## config.mk

```make
export PLATFORM = sky130hd
export DESIGN_NAME = modbus_rtu_request_detector
export DESIGN_NICKNAME = d
export VERILOG_FILES = /design/src/hdl/mrtu_pkg.sv /design/src/hdl/mrtu_ram.sv /design/src/hdl/mrtu_short_det.sv /design/src/hdl/mrtu_long_det.sv /design/src/hdl/modbus_rtu_request_detector.sv
export SDC_FILE = /design/constraint.sdc
export NUM_CORES = 2
export LEC_CHECK = 0
export BUFFER_PORTS_ARGS = -buffer_cell sky130_fd_sc_hd__buf_2
export CAP_MARGIN = 0
export CORE_UTILIZATION = 40
export CTS_BUF_LIST = sky130_fd_sc_hd__clkbuf_4 sky130_fd_sc_hd__clkbuf_8 sky130_fd_sc_hd__clkbuf_16
export CTS_CLUSTER_SIZE = 20
export DETAILED_ROUTE_END_ITERATION = 8
export GPL_TIMING_DRIVEN = 0
export RECOVER_POWER = 100
export REMOVE_ABC_BUFFERS = 1
export SLEW_MARGIN = 0
export SYNTH_ARGS = -nofsm -noshare
export SYNTH_HDL_FRONTEND = slang
export SYNTH_SLANG_ARGS = --single-unit
```

## constraint.sdc

```tcl
create_clock -name clk -period 9.03 [get_ports clk]
set_clock_uncertainty 0.1 [all_clocks]
set_input_delay 0.903 -clock clk [delete_from_list [all_inputs] [get_ports clk]]
set_output_delay 0.903 -clock clk [all_outputs]
set_load 0.1 [all_outputs]
```

## src/hdl/mrtu_pkg.sv

```systemverilog
// Shared types, constants and CRC-16 helpers for the Modbus RTU request detector.
`timescale 1ns / 1ps
`default_nettype none

package mrtu_pkg;

    localparam int unsigned SHORT_LEN = 8;
    localparam int unsigned HEAD_LEN  = 7;
    localparam int unsigned CRC_SPAN  = 6;

    localparam logic [15:0] CRC_INIT = 16'hFFFF;
    localparam logic [15:0] CRC_POLY = 16'hA001;

    localparam logic [7:0]  FC_WRITE_COILS = 8'd15;
    localparam logic [7:0]  FC_WRITE_REGS  = 8'd16;
    localparam logic [15:0] MAX_COILS      = 16'd2000;
    localparam logic [15:0] MAX_REGS       = 16'd125;
    localparam logic [7:0]  CRC_BYTES      = 8'd2;

    typedef struct packed {
        logic        hit;
        logic [7:0]  func;
        logic [15:0] addr;
        logic [15:0] param;
    } mrtu_frame_t;

    typedef struct packed {
        logic       en;
        logic [7:0] idx;
        logic [7:0] data;
    } mrtu_wr_t;

    typedef logic [HEAD_LEN-1:0][15:0] mrtu_chain_t;

    // one byte through the reflected CRC-16
    function automatic logic [15:0] crc_feed(input logic [15:0] crc_in, input logic [7:0] b);
        logic [15:0] c;
        c = crc_in ^ {8'h00, b};
        for (int i = 0; i < 8; i++) begin
            if (c[0])
                c = (c >> 1) ^ CRC_POLY;
            else
                c = c >> 1;
        end
        return c;
    endfunction

    // CRC of 1..HEAD_LEN zero bytes, used as reset contents of the partial CRC chains
    function automatic mrtu_chain_t zero_chain();
        mrtu_chain_t r;
        logic [15:0] c;
        c = CRC_INIT;
        for (int i = 0; i < HEAD_LEN; i++) begin
            c = crc_feed(c, 8'h00);
            r[i] = c;
        end
        return r;
    endfunction

    localparam mrtu_chain_t ZERO_CHAIN = zero_chain();

endpackage

`default_nettype wire

```

## src/hdl/mrtu_ram.sv

```systemverilog
// Generic single-write, single-read RAM with registered read data.
`timescale 1ns / 1ps
`default_nettype none

module mrtu_ram #(
    parameter int unsigned WIDTH = 8,
    parameter int unsigned DEPTH = 256
) (
    input  wire logic                     clk,
    input  wire logic                     we,
    input  wire logic [$clog2(DEPTH)-1:0] waddr,
    input  wire logic [WIDTH-1:0]         wdata,
    input  wire logic                     re,
    input  wire logic [$clog2(DEPTH)-1:0] raddr,
    output logic      [WIDTH-1:0]         rdata
);

    logic [WIDTH-1:0] mem_reg [DEPTH];
    logic [WIDTH-1:0] rdata_reg;

    always_ff @(posedge clk)
    begin
        if (we)
        begin
            mem_reg[waddr] <= wdata;
        end
        if (re)
        begin
            rdata_reg <= mem_reg[raddr];
        end
    end

    assign rdata = rdata_reg;

endmodule

`default_nettype wire

```

## src/hdl/mrtu_short_det.sv

```systemverilog
// Sliding 8-byte window detector with a pipelined 6-byte CRC chain.
`timescale 1ns / 1ps
`default_nettype none

module mrtu_short_det (
    input  wire logic                 clk,
    input  wire logic                 rst_n,
    input  wire logic                 step,
    input  wire logic [7:0]           rx_byte,
    input  wire logic [7:0]           slave_address,
    output mrtu_pkg::mrtu_frame_t     res
);
    import mrtu_pkg::*;

    logic [7:0]  sw_reg   [SHORT_LEN];
    logic [15:0] acc_reg  [CRC_SPAN];
    logic [15:0] acc_next [CRC_SPAN];
    logic [15:0] d1_reg;

    // acc_reg[i]: CRC of the last i+1 bytes; d1_reg: CRC of window bytes 1..6
    always_comb
    begin
        acc_next[0] = crc_feed(CRC_INIT, rx_byte);
        for (int i = 1; i < CRC_SPAN; i++) begin
            acc_next[i] = crc_feed(acc_reg[i-1], rx_byte);
        end
    end

    always_comb
    begin
        res.hit   = step && (sw_reg[1] == slave_address) && (d1_reg == {rx_byte, sw_reg[7]});
        res.func  = sw_reg[2];
        res.addr  = {sw_reg[3], sw_reg[4]};
        res.param = {sw_reg[5], sw_reg[6]};
    end

    always_ff @(posedge clk or negedge rst_n)
    begin
        if (!rst_n)
        begin
            for (int i = 0; i < SHORT_LEN; i++) begin
                sw_reg[i] <= 8'h00;
            end
            for (int i = 0; i < CRC_SPAN; i++) begin
                acc_reg[i] <= ZERO_CHAIN[i];
            end
            d1_reg <= ZERO_CHAIN[CRC_SPAN-1];
        end
        else if (step)
        begin
            for (int i = 0; i < SHORT_LEN - 1; i++) begin
                sw_reg[i] <= sw_reg[i+1];
            end
            sw_reg[SHORT_LEN-1] <= rx_byte;
            for (int i = 0; i < CRC_SPAN; i++) begin
                acc_reg[i] <= acc_next[i];
            end
            d1_reg <= acc_reg[CRC_SPAN-1];
        end
    end

endmodule

`default_nettype wire

```

## src/hdl/mrtu_long_det.sv

```systemverilog
// Header window, payload capture and running CRC check for function 15/16 requests.
`timescale 1ns / 1ps
`default_nettype none

module mrtu_long_det #(
    parameter int unsigned MAX_CAPTURE_BYTES = 255
) (
    input  wire logic                 clk,
    input  wire logic                 rst_n,
    input  wire logic                 step,
    input  wire logic [7:0]           rx_byte,
    input  wire logic [7:0]           slave_address,
    output mrtu_pkg::mrtu_frame_t     res,
    output mrtu_pkg::mrtu_wr_t        wr
);
    import mrtu_pkg::*;

    localparam logic [7:0] MaxCap = 8'(MAX_CAPTURE_BYTES);

    logic [7:0]  hw_reg    [HEAD_LEN];
    logic [7:0]  hw_next   [HEAD_LEN];
    logic [15:0] hacc_reg  [HEAD_LEN];
    logic [15:0] hacc_next [HEAD_LEN];
    logic        capturing_reg;
    logic [7:0]  cnt_reg;
    logic [7:0]  exp_reg;
    logic [15:0] rcrc_reg;
    logic [7:0]  prev_reg;

    logic [7:0]  cnt_inc;
    logic        cap_stop;
    logic        cap_done;
    logic        cap_feed;
    logic        shift_en;
    logic [15:0] qty;
    logic [15:0] qty_round;
    logic        head_hit;

    always_comb
    begin
        for (int i = 0; i < HEAD_LEN - 1; i++) begin
            hw_next[i] = hw_reg[i+1];
        end
        hw_next[HEAD_LEN-1] = rx_byte;
        hacc_next[0] = crc_feed(CRC_INIT, rx_byte);
        for (int i = 1; i < HEAD_LEN; i++) begin
            hacc_next[i] = crc_feed(hacc_reg[i-1], rx_byte);
        end
    end

    always_comb
    begin
        cnt_inc   = cnt_reg + 8'd1;
        cap_stop  = capturing_reg && (cnt_inc >= MaxCap);
        cap_done  = capturing_reg && !cap_stop && (cnt_inc == exp_reg)
                    && (rcrc_reg == {rx_byte, prev_reg});
        cap_feed  = capturing_reg && !cap_stop
                    && (({1'b0, cnt_inc} + {1'b0, CRC_BYTES}) <= {1'b0, exp_reg});
        shift_en  = !capturing_reg || cap_stop;
        qty       = {hw_next[4], hw_next[5]};
        qty_round = qty + 16'd7;
        head_hit  = 1'b0;
        if (hw_next[0] == slave_address)
        begin
            if (hw_next[1] == FC_WRITE_COILS && qty <= MAX_COILS)
                head_hit = (qty_round[10:3] == hw_next[6]);
            else if (hw_next[1] == FC_WRITE_REGS && qty <= MAX_REGS)
                head_hit = ({qty[6:0], 1'b0} == hw_next[6]);
        end
    end

    always_comb
    begin
        res.hit   = step && cap_done;
        res.func  = hw_reg[1];
        res.addr  = {hw_reg[2], hw_reg[3]};
        res.param = {hw_reg[4], hw_reg[5]};
        wr.en     = step && capturing_reg;
        wr.idx    = cnt_reg;
        wr.data   = rx_byte;
    end

    always_ff @(posedge clk)
    begin
        if (step && capturing_reg)
        begin
            prev_reg <= rx_byte;
        end
    end

    always_ff @(posedge clk or negedge rst_n)
    begin
        if (!rst_n)
        begin
            for (int i = 0; i < HEAD_LEN; i++) begin
                hw_reg[i]   <= 8'h00;
                hacc_reg[i] <= ZERO_CHAIN[i];
            end
            capturing_reg <= 1'b0;
            cnt_reg       <= 8'd0;
            exp_reg       <= 8'd0;
            rcrc_reg      <= CRC_INIT;
        end
        else if (step)
        begin
            if (capturing_reg)
            begin
                cnt_reg <= cnt_inc;
                if (cap_feed)
                    rcrc_reg <= crc_feed(rcrc_reg, rx_byte);
                if (cap_stop || cap_done)
                    capturing_reg <= 1'b0;
            end
            if (shift_en)
            begin
                for (int i = 0; i < HEAD_LEN; i++) begin
                    hw_reg[i]   <= hw_next[i];
                    hacc_reg[i] <= hacc_next[i];
                end
                if (head_hit)
                begin
                    capturing_reg <= 1'b1;
                    cnt_reg       <= 8'd0;
                    exp_reg       <= hw_next[HEAD_LEN-1] + CRC_BYTES;
                    rcrc_reg      <= hacc_next[HEAD_LEN-1];
                end
            end
        end
    end

    a_cnt_bound: assert property (@(posedge clk) disable iff (!rst_n)
        capturing_reg |-> cnt_reg < MaxCap)
        else $error("capture count reached limit while capturing");

    a_exp_range: assert property (@(posedge clk) disable iff (!rst_n)
        capturing_reg |-> (exp_reg >= 8'd2 && exp_reg <= 8'd252))
        else $error("expected length out of range");

    a_done_ends: assert property (@(posedge clk) disable iff (!rst_n)
        res.hit |=> !capturing_reg)
        else $error("capture still active after accepted frame");

endmodule

`default_nettype wire

```

## src/hdl/modbus_rtu_request_detector.sv

```systemverilog
// Top level of the Modbus RTU request detector: handshake, latches and payload RAM.
//
// Usage: the input channel (in_valid / in_stall) carries one transaction per
// received byte (action = 0, rx_byte) or per payload read (action = 1,
// read_index). The output channel (out_valid / out_stall) returns one
// transaction per input: frame_ok, the latched func_code, data_address
// and parameter_res of the last accepted request, and read_data (payload
// byte for reads, zero for received bytes).
// The input is registered in the s1 stage and the result in the output registers.
// One transaction is accepted per cycle while in_stall is low; the per-byte CRC
// and window checks are combinational behind the input register, and the payload
// RAM read data is registered together with the outputs. Reset clears the
// windows, capture state and latches; slave address is 1. Payload RAM content
// is undefined until captured. While out_stall is high the result holds and one
// more input transaction is taken, then in_stall rises. The user must write
// slave_address through cfg_we / cfg_wdata only while idle; this is not enforced.
`timescale 1ns / 1ps
`default_nettype none

module modbus_rtu_request_detector #(
    parameter int unsigned PAYLOAD_DEPTH     = 256,
    parameter int unsigned MAX_CAPTURE_BYTES = 255
) (
    input  wire logic        clk,
    input  wire logic        rst_n,
    input  wire logic        cfg_we,
    input  wire logic [7:0]  cfg_wdata,
    input  wire logic        in_valid,
    output logic             in_stall,
    input  wire logic        action,
    input  wire logic [7:0]  rx_byte,
    input  wire logic [7:0]  read_index,
    output logic             out_valid,
    input  wire logic        out_stall,
    output logic             frame_ok,
    output logic [7:0]       func_code,
    output logic [15:0]      data_address,
    output logic [15:0]      parameter_res,
    output logic [7:0]       read_data
);
    import mrtu_pkg::*;

    localparam int unsigned AddrW = $clog2(PAYLOAD_DEPTH);

    logic        slave_address_reg;
    logic [7:0]  slave_addr_reg;
    logic        s1_valid_reg;
    logic        s1_action_reg;
    logic [7:0]  s1_byte_reg;
    logic [7:0]  s1_index_reg;
    logic        out_valid_reg;
    logic        out_is_read_reg;
    logic        frame_ok_reg;
    logic [7:0]  last_function_reg;
    logic [15:0] last_address_reg;
    logic [15:0] last_parameter_reg;

    logic        out_free;
    logic        s2_adv;
    logic        accept;
    logic        rx_step;
    logic [7:0]  ram_rdata;

    mrtu_frame_t short_res;
    mrtu_frame_t long_res;
    mrtu_wr_t    pay_wr;

    assign out_free = !out_valid_reg || !out_stall;
    assign s2_adv   = s1_valid_reg && out_free;
    assign in_stall = s1_valid_reg && !out_free;
    assign accept   = in_valid && !in_stall;
    assign rx_step  = s2_adv && !s1_action_reg;

    mrtu_short_det u_short (
        .clk           (clk),
        .rst_n         (rst_n),
        .step          (rx_step),
        .rx_byte       (s1_byte_reg),
        .slave_address (slave_addr_reg),
        .res           (short_res)
    );

    mrtu_long_det #(
        .MAX_CAPTURE_BYTES (MAX_CAPTURE_BYTES)
    ) u_long (
        .clk           (clk),
        .rst_n         (rst_n),
        .step          (rx_step && !short_res.hit),
        .rx_byte       (s1_byte_reg),
        .slave_address (slave_addr_reg),
        .res           (long_res),
        .wr            (pay_wr)
    );

    mrtu_ram #(
        .WIDTH (8),
        .DEPTH (PAYLOAD_DEPTH)
    ) u_payload (
        .clk   (clk),
        .we    (pay_wr.en),
        .waddr (AddrW'(pay_wr.idx)),
        .wdata (pay_wr.data),
        .re    (s2_adv && s1_action_reg),
        .raddr (AddrW'(s1_index_reg)),
        .rdata (ram_rdata)
    );

    always_ff @(posedge clk)
    begin
        if (accept)
        begin
            s1_action_reg <= action;
            s1_byte_reg   <= rx_byte;
            s1_index_reg  <= read_index;
        end
    end

    always_ff @(posedge clk or negedge rst_n)
    begin
        if (!rst_n)
        begin
            slave_address_reg  <= 1'b0;
            slave_addr_reg     <= 8'd1;
            s1_valid_reg       <= 1'b0;
            out_valid_reg      <= 1'b0;
            out_is_read_reg    <= 1'b0;
            frame_ok_reg       <= 1'b0;
            last_function_reg  <= 8'd0;
            last_address_reg   <= 16'd0;
            last_parameter_reg <= 16'd0;
        end
        else
        begin
            if (cfg_we)
            begin
                slave_addr_reg    <= cfg_wdata;
                slave_address_reg <= 1'b1;
            end
            if (accept)
                s1_valid_reg <= 1'b1;
            else if (s2_adv)
                s1_valid_reg <= 1'b0;
            if (s2_adv)
            begin
                out_valid_reg   <= 1'b1;
                out_is_read_reg <= s1_action_reg;
                frame_ok_reg    <= short_res.hit || long_res.hit;
                if (short_res.hit)
                begin
                    last_function_reg  <= short_res.func;
                    last_address_reg   <= short_res.addr;
                    last_parameter_reg <= short_res.param;
                end
                else if (long_res.hit)
                begin
                    last_function_reg  <= long_res.func;
                    last_address_reg   <= long_res.addr;
                    last_parameter_reg <= long_res.param;
                end
            end
            else if (!out_stall)
            begin
                out_valid_reg <= 1'b0;
            end
        end
    end

    assign out_valid     = out_valid_reg;
    assign frame_ok      = frame_ok_reg;
    assign func_code     = last_function_reg;
    assign data_address  = last_address_reg;
    assign parameter_res = last_parameter_reg;
    assign read_data     = out_is_read_reg ? ram_rdata : 8'd0;

    a_one_detector: assert property (@(posedge clk) disable iff (!rst_n)
        !(short_res.hit && long_res.hit))
        else $error("both detectors fired on one byte");

    a_hold_s1: assert property (@(posedge clk) disable iff (!rst_n)
        (s1_valid_reg && !s2_adv) |=> s1_valid_reg)
        else $error("held transaction dropped");

    a_read_no_frame: assert property (@(posedge clk) disable iff (!rst_n)
        (s2_adv && s1_action_reg) |=> (out_valid_reg && !frame_ok_reg))
        else $error("read transaction reported a frame");

    a_cfg_seen: assert property (@(posedge clk) disable iff (!rst_n)
        cfg_we |=> (slave_address_reg && slave_addr_reg == $past(cfg_wdata)))
        else $error("slave address write lost");

endmodule

`default_nettype wire
```

==> implementation parameters <==
Parameter                              Value

Timing
  Share of the cycle needed by the critical path after routing ... 81.5%
  Slew headroom ... -98.6%
  Final critical path time including I/O delays and setup ... 7.36 ns
  Count of final max-slew check failures ... 364
  Final Hold Viols ... 0
  Unrepaired setup endpoints after global routing ... false
  Final hold slack ... 0.0654 ns
  Total of endpoints with negative setup slack in the final report ... 0
  Slack of the critical path ... 1.67 ns
  Final-layout setup total negative slack ... 0 ns
  Timing-limited maximum frequency ... 136 MHz
  Worst Max-Slew Pin Slew ... 2.98 ns

Global routing
  Number of antenna violations at the first check in global routing ... 3
  GRT overflow ... 0
  Overall global routing resource usage ... 19.0%
  First-pass GRT wire length ... 349000 um
  Number of global-route vias before repair ... 50800
  Largest net degree at the start of global routing ... 119

Layout
  Share of cells above drive strength 1 ... 23.0%
  Largest register FFs ... 2048
  Count of fill cells added during filler insertion ... 20100
  Syn-to-layout area delta ... 16.0%
  Fin nets ... 5679
  Final std cell area, no fill ... 114000 um2

Floorplanning
  Overall die width ... 498 um
  Die height ... 498 um
  Count of standard-cell rows ... 181
  DIE AREA ... 248000 um2
  Area of the core ... 244000 um2
  Starting Density ... 40.4%
  Number of placed I/O pins ... 81

Power and ir drop
  Largest vdd supply drop ... 153 uV
  Power density cells ... 253 nW/um2
  Leak pwr ... 38.2 nW
  Overall power of the completed layout ... 28.9 mW

Min path
  Path type of the worst min-delay path ... primary input to flop
  Hold path cells ... 1
  Beginning of the worst hold path ... rx_byte[4]
  Hold path endpoint ... s1_byte_reg[4]

Critical path
  Largest fanout of any net on the critical path ... 27
  Startpoint of the lowest-slack register-to-register path ... s1_byte_reg[5]
  Data required time of the critical path ... 9.43 ns
  Worst reg2reg path depth ... 14
  Data arrival time at the worst-slack endpoint ... 7.76 ns
  Reg-to-Reg End ... u_payload.mem_reg[244][6]
  Slowest stage cell, crit path ... clkbuf_1
  Cell Chain, Critical Path ... clkbuf_1 > buf_16 > buf_16 > buf_16 > clkbuf_1 > xor2_1 > nor4_1 > nand4_1 > o21ai_2 > nor2_2 > buf_16 > nand4b_1 > clkbuf_1 > nor2_1
  Most repeated library cell on the critical path ... buf_16
  Worst Setup Start Kind ... flop
  Crit path from ... s1_byte_reg[5]
  Setup Crit Path Kind ... flop to flop
  Worst path max stage delay ... 0.95 ns
  Reg-to-reg setup timing slack ... 1.67 ns
  Endpoint type of the worst setup path ... flop

Routing
  Post-DRT Antenna Nets ... 0
  # DRC ... 0
  DR vias/cell ... 5.49
  Number of DRC markers after the initial detailed-route iteration ... 4636
  Detailed-route via count ... 49500
  Routed wire length per instance ... 26.1 um
  WL final ... 235000 um
  Count of TritonRoute iterations in the first routing pass ... 5

Yosys
  Basic-gate share of the synthesized area counting and, or, nand and nor cells ... 4.85%
  Largest area contributor in the netlist ... edfxtp_1
  Netlist Area Pre-Place ... 98500 um2
  Share of Yosys cell area claimed by the top area cell type ... 63.5%
  YS warnings ... 0
  Main area contributors after synthesis ... edfxtp_1 63%, mux4_2 15%, dfrtp_1 7.9%
  Avg Cell Area, Syn ... 18.5 um2
  Synth async-reset ratio ... 15.2%
  Total of flip-flops plus latches after synthesis ... 2454
  Adder and majority cell fraction of the synthesized area ... 0.229%
  Most used DFF post-synth ... edfxtp_1
  Dominant combinational cell family by area after synthesis ... multiplexers
  Number of distinct library cell variants in the gate-level netlist after synthesis ... 73
  Most common cell in the netlist ... edfxtp_1
  Mux cell area share after synthesis ... 15.2%
  Sequential share of the synthesized area ... 73.0%
  Post-synthesis share of cell area spent on xor and xnor gates ... 3.16%
  Post-synth top cells ... 2081 x edfxtp_1, 747 x nand2_1, 640 x mux4_2, 310 x dfrtp_1, 296 x nor2_1
  Gate count after technology mapping ... 5336
  Fraction of the mapped netlist area in compound gates ... 2.13%
  Post-synth EDFFs ... 2081

Placement
  Gpl congestion ... 0.764
  Post-placement cell area ... 108000 um2
  Place WS ... 2.95 ns
  IO buf count ... 80
  Estimated wirelength of the detail-placed design ... 159000 um

Clock tree
  Clk_lat worst skew ... 0.91 ns
  Postcts setup bufs ... 0
  Clock root buffer master ... clkbuf_16
  Num Clock Sinks ... 2454
  TritonCTS Buffers ... 274
  CTS HTree Levels ... 5
  Clock-pin slew of the registers on the worst-case setup and hold paths ... 0.06 ns
  Bufs on Longest Clock Path ... 4
  CTS tree ... built

Run status
  Violations in the final reports ... max-capacitance violations, max-slew violations
  Result of the run ... finished, violations left

Job
  Max Cap Violations ... 9
## layer usage
| layer | vias up | share of wire [%] | wire, um | track usage [%] |
|---|---|---|---|---|
| met3 | 361 | 5.9 | 13800 | 3.45 |
| met5 | - | 0.0038 | 9 | 0 |
| li1 | 21400 | - | - | - |
| met4 | 2 | 2.4 | 5730 | 4.82 |
| met2 | 1421 | 49 | 115000 | 30.8 |
| met1 | 26300 | 43 | 101000 | 26.4 |
## how the worst max path moves through the flow
| stage | to | cells after the start | slack (ns) |
|---|---|---|---|
| 2_1_floorplan | u_payload.rdata[6] | 5 | -12.60 |
| 3_3_place_gp | u_payload.rdata[6] | 6 | -23.50 |
| 3_5_place_dp | u_payload.mem_reg[18][7] | 12 | 2.95 |
| 4_1_cts | u_payload.mem_reg[18][7] | 12 | 2.89 |
| 5_1_grt | data_address[7] | 13 | 1.35 |
| 6_report | u_payload.mem_reg[244][6] | 14 | 1.67 |
## final cells by class
class	count	area (um2)	area share [%]
clock inverters	105	797	0.698
clock buffers	347	7620	6.67
diodes	1	2.50	0.00219
repair buffers	338	4540	3.98
inverters	25	93.8	0.0822
multi-input cells	2538	25300	22.1
well taps	3202	4010	3.51
flip-flops and latches	2454	71900	62.9
## kinds of logic (layout without fill, tap and decap cells)
logic type,count (synthesis),after routing
DFF,2454,2454
other,0,1
AOI/OAI and AO/OA,308,308
xor gates and xnor gates,338,338
muxes,695,695
and+or+nand+nor,1179,1179
adders and majority gates,18,18
buffers and inverters,344,815
## cell usage in the layout (no fill, tap or decap), drive strengths merged, types with 14 or more instances in the layout
cell type / synthesis / layout
nand2: 747 / 747
clkbuf: 215 / 502
inv: 24 / 30
xor2: 114 / 114
buf: 104 / 182
a22oi: 40 / 40
nor2: 297 / 297
nand3: 30 / 30
nor4: 15 / 15
and2: 14 / 14
dfstp: 63 / 63
clkinv: 1 / 85
a221oi: 16 / 16
a22o: 19 / 19
o21ai: 148 / 148
xnor2: 216 / 216
nand4: 15 / 15
dfrtp: 310 / 310
edfxtp: 2081 / 2081
ha: 18 / 18
mux2i: 46 / 46
mux4: 640 / 640
## power breakdown
part | internal (mW) | switching, mW | leakage (nW) | total, mW
Combinational | 2.06 | 2.47 | 10.7 | 4.53
Clock | 6.27 | 4.32 | 4.22 | 10.6
Sequential | 13.0 | 0.692 | 23.3 | 13.7
## timing repair
action                    CTS  global route
hold buffers                1             0
resized for setup           0             0
hold endpoints to repair   37             0
## worst max-delay path: cells and delay by family, from the launching register on
family | cells | cell delay, ns
buf+inv | 7 | 3.23
flops | 1 | 0.74
simple gates | 5 | 1.78
xor+xnor | 1 | 0.14
compound gates | 1 | 0.85
## stage by stage
| stage | cells | utilization [%] |
|---|---|---|
| 6_report | 9010 | 46.8 |
| 5_1_grt | 9010 | 46.8 |
| 4_1_cts | 9009 | 47.8 |
| 3_5_place_dp | 8556 | 44.3 |
| 3_3_place_gp | 8299 | 41.6 |
| 2_1_floorplan | 5017 | - |
Power figures use the tool's default switching activity.
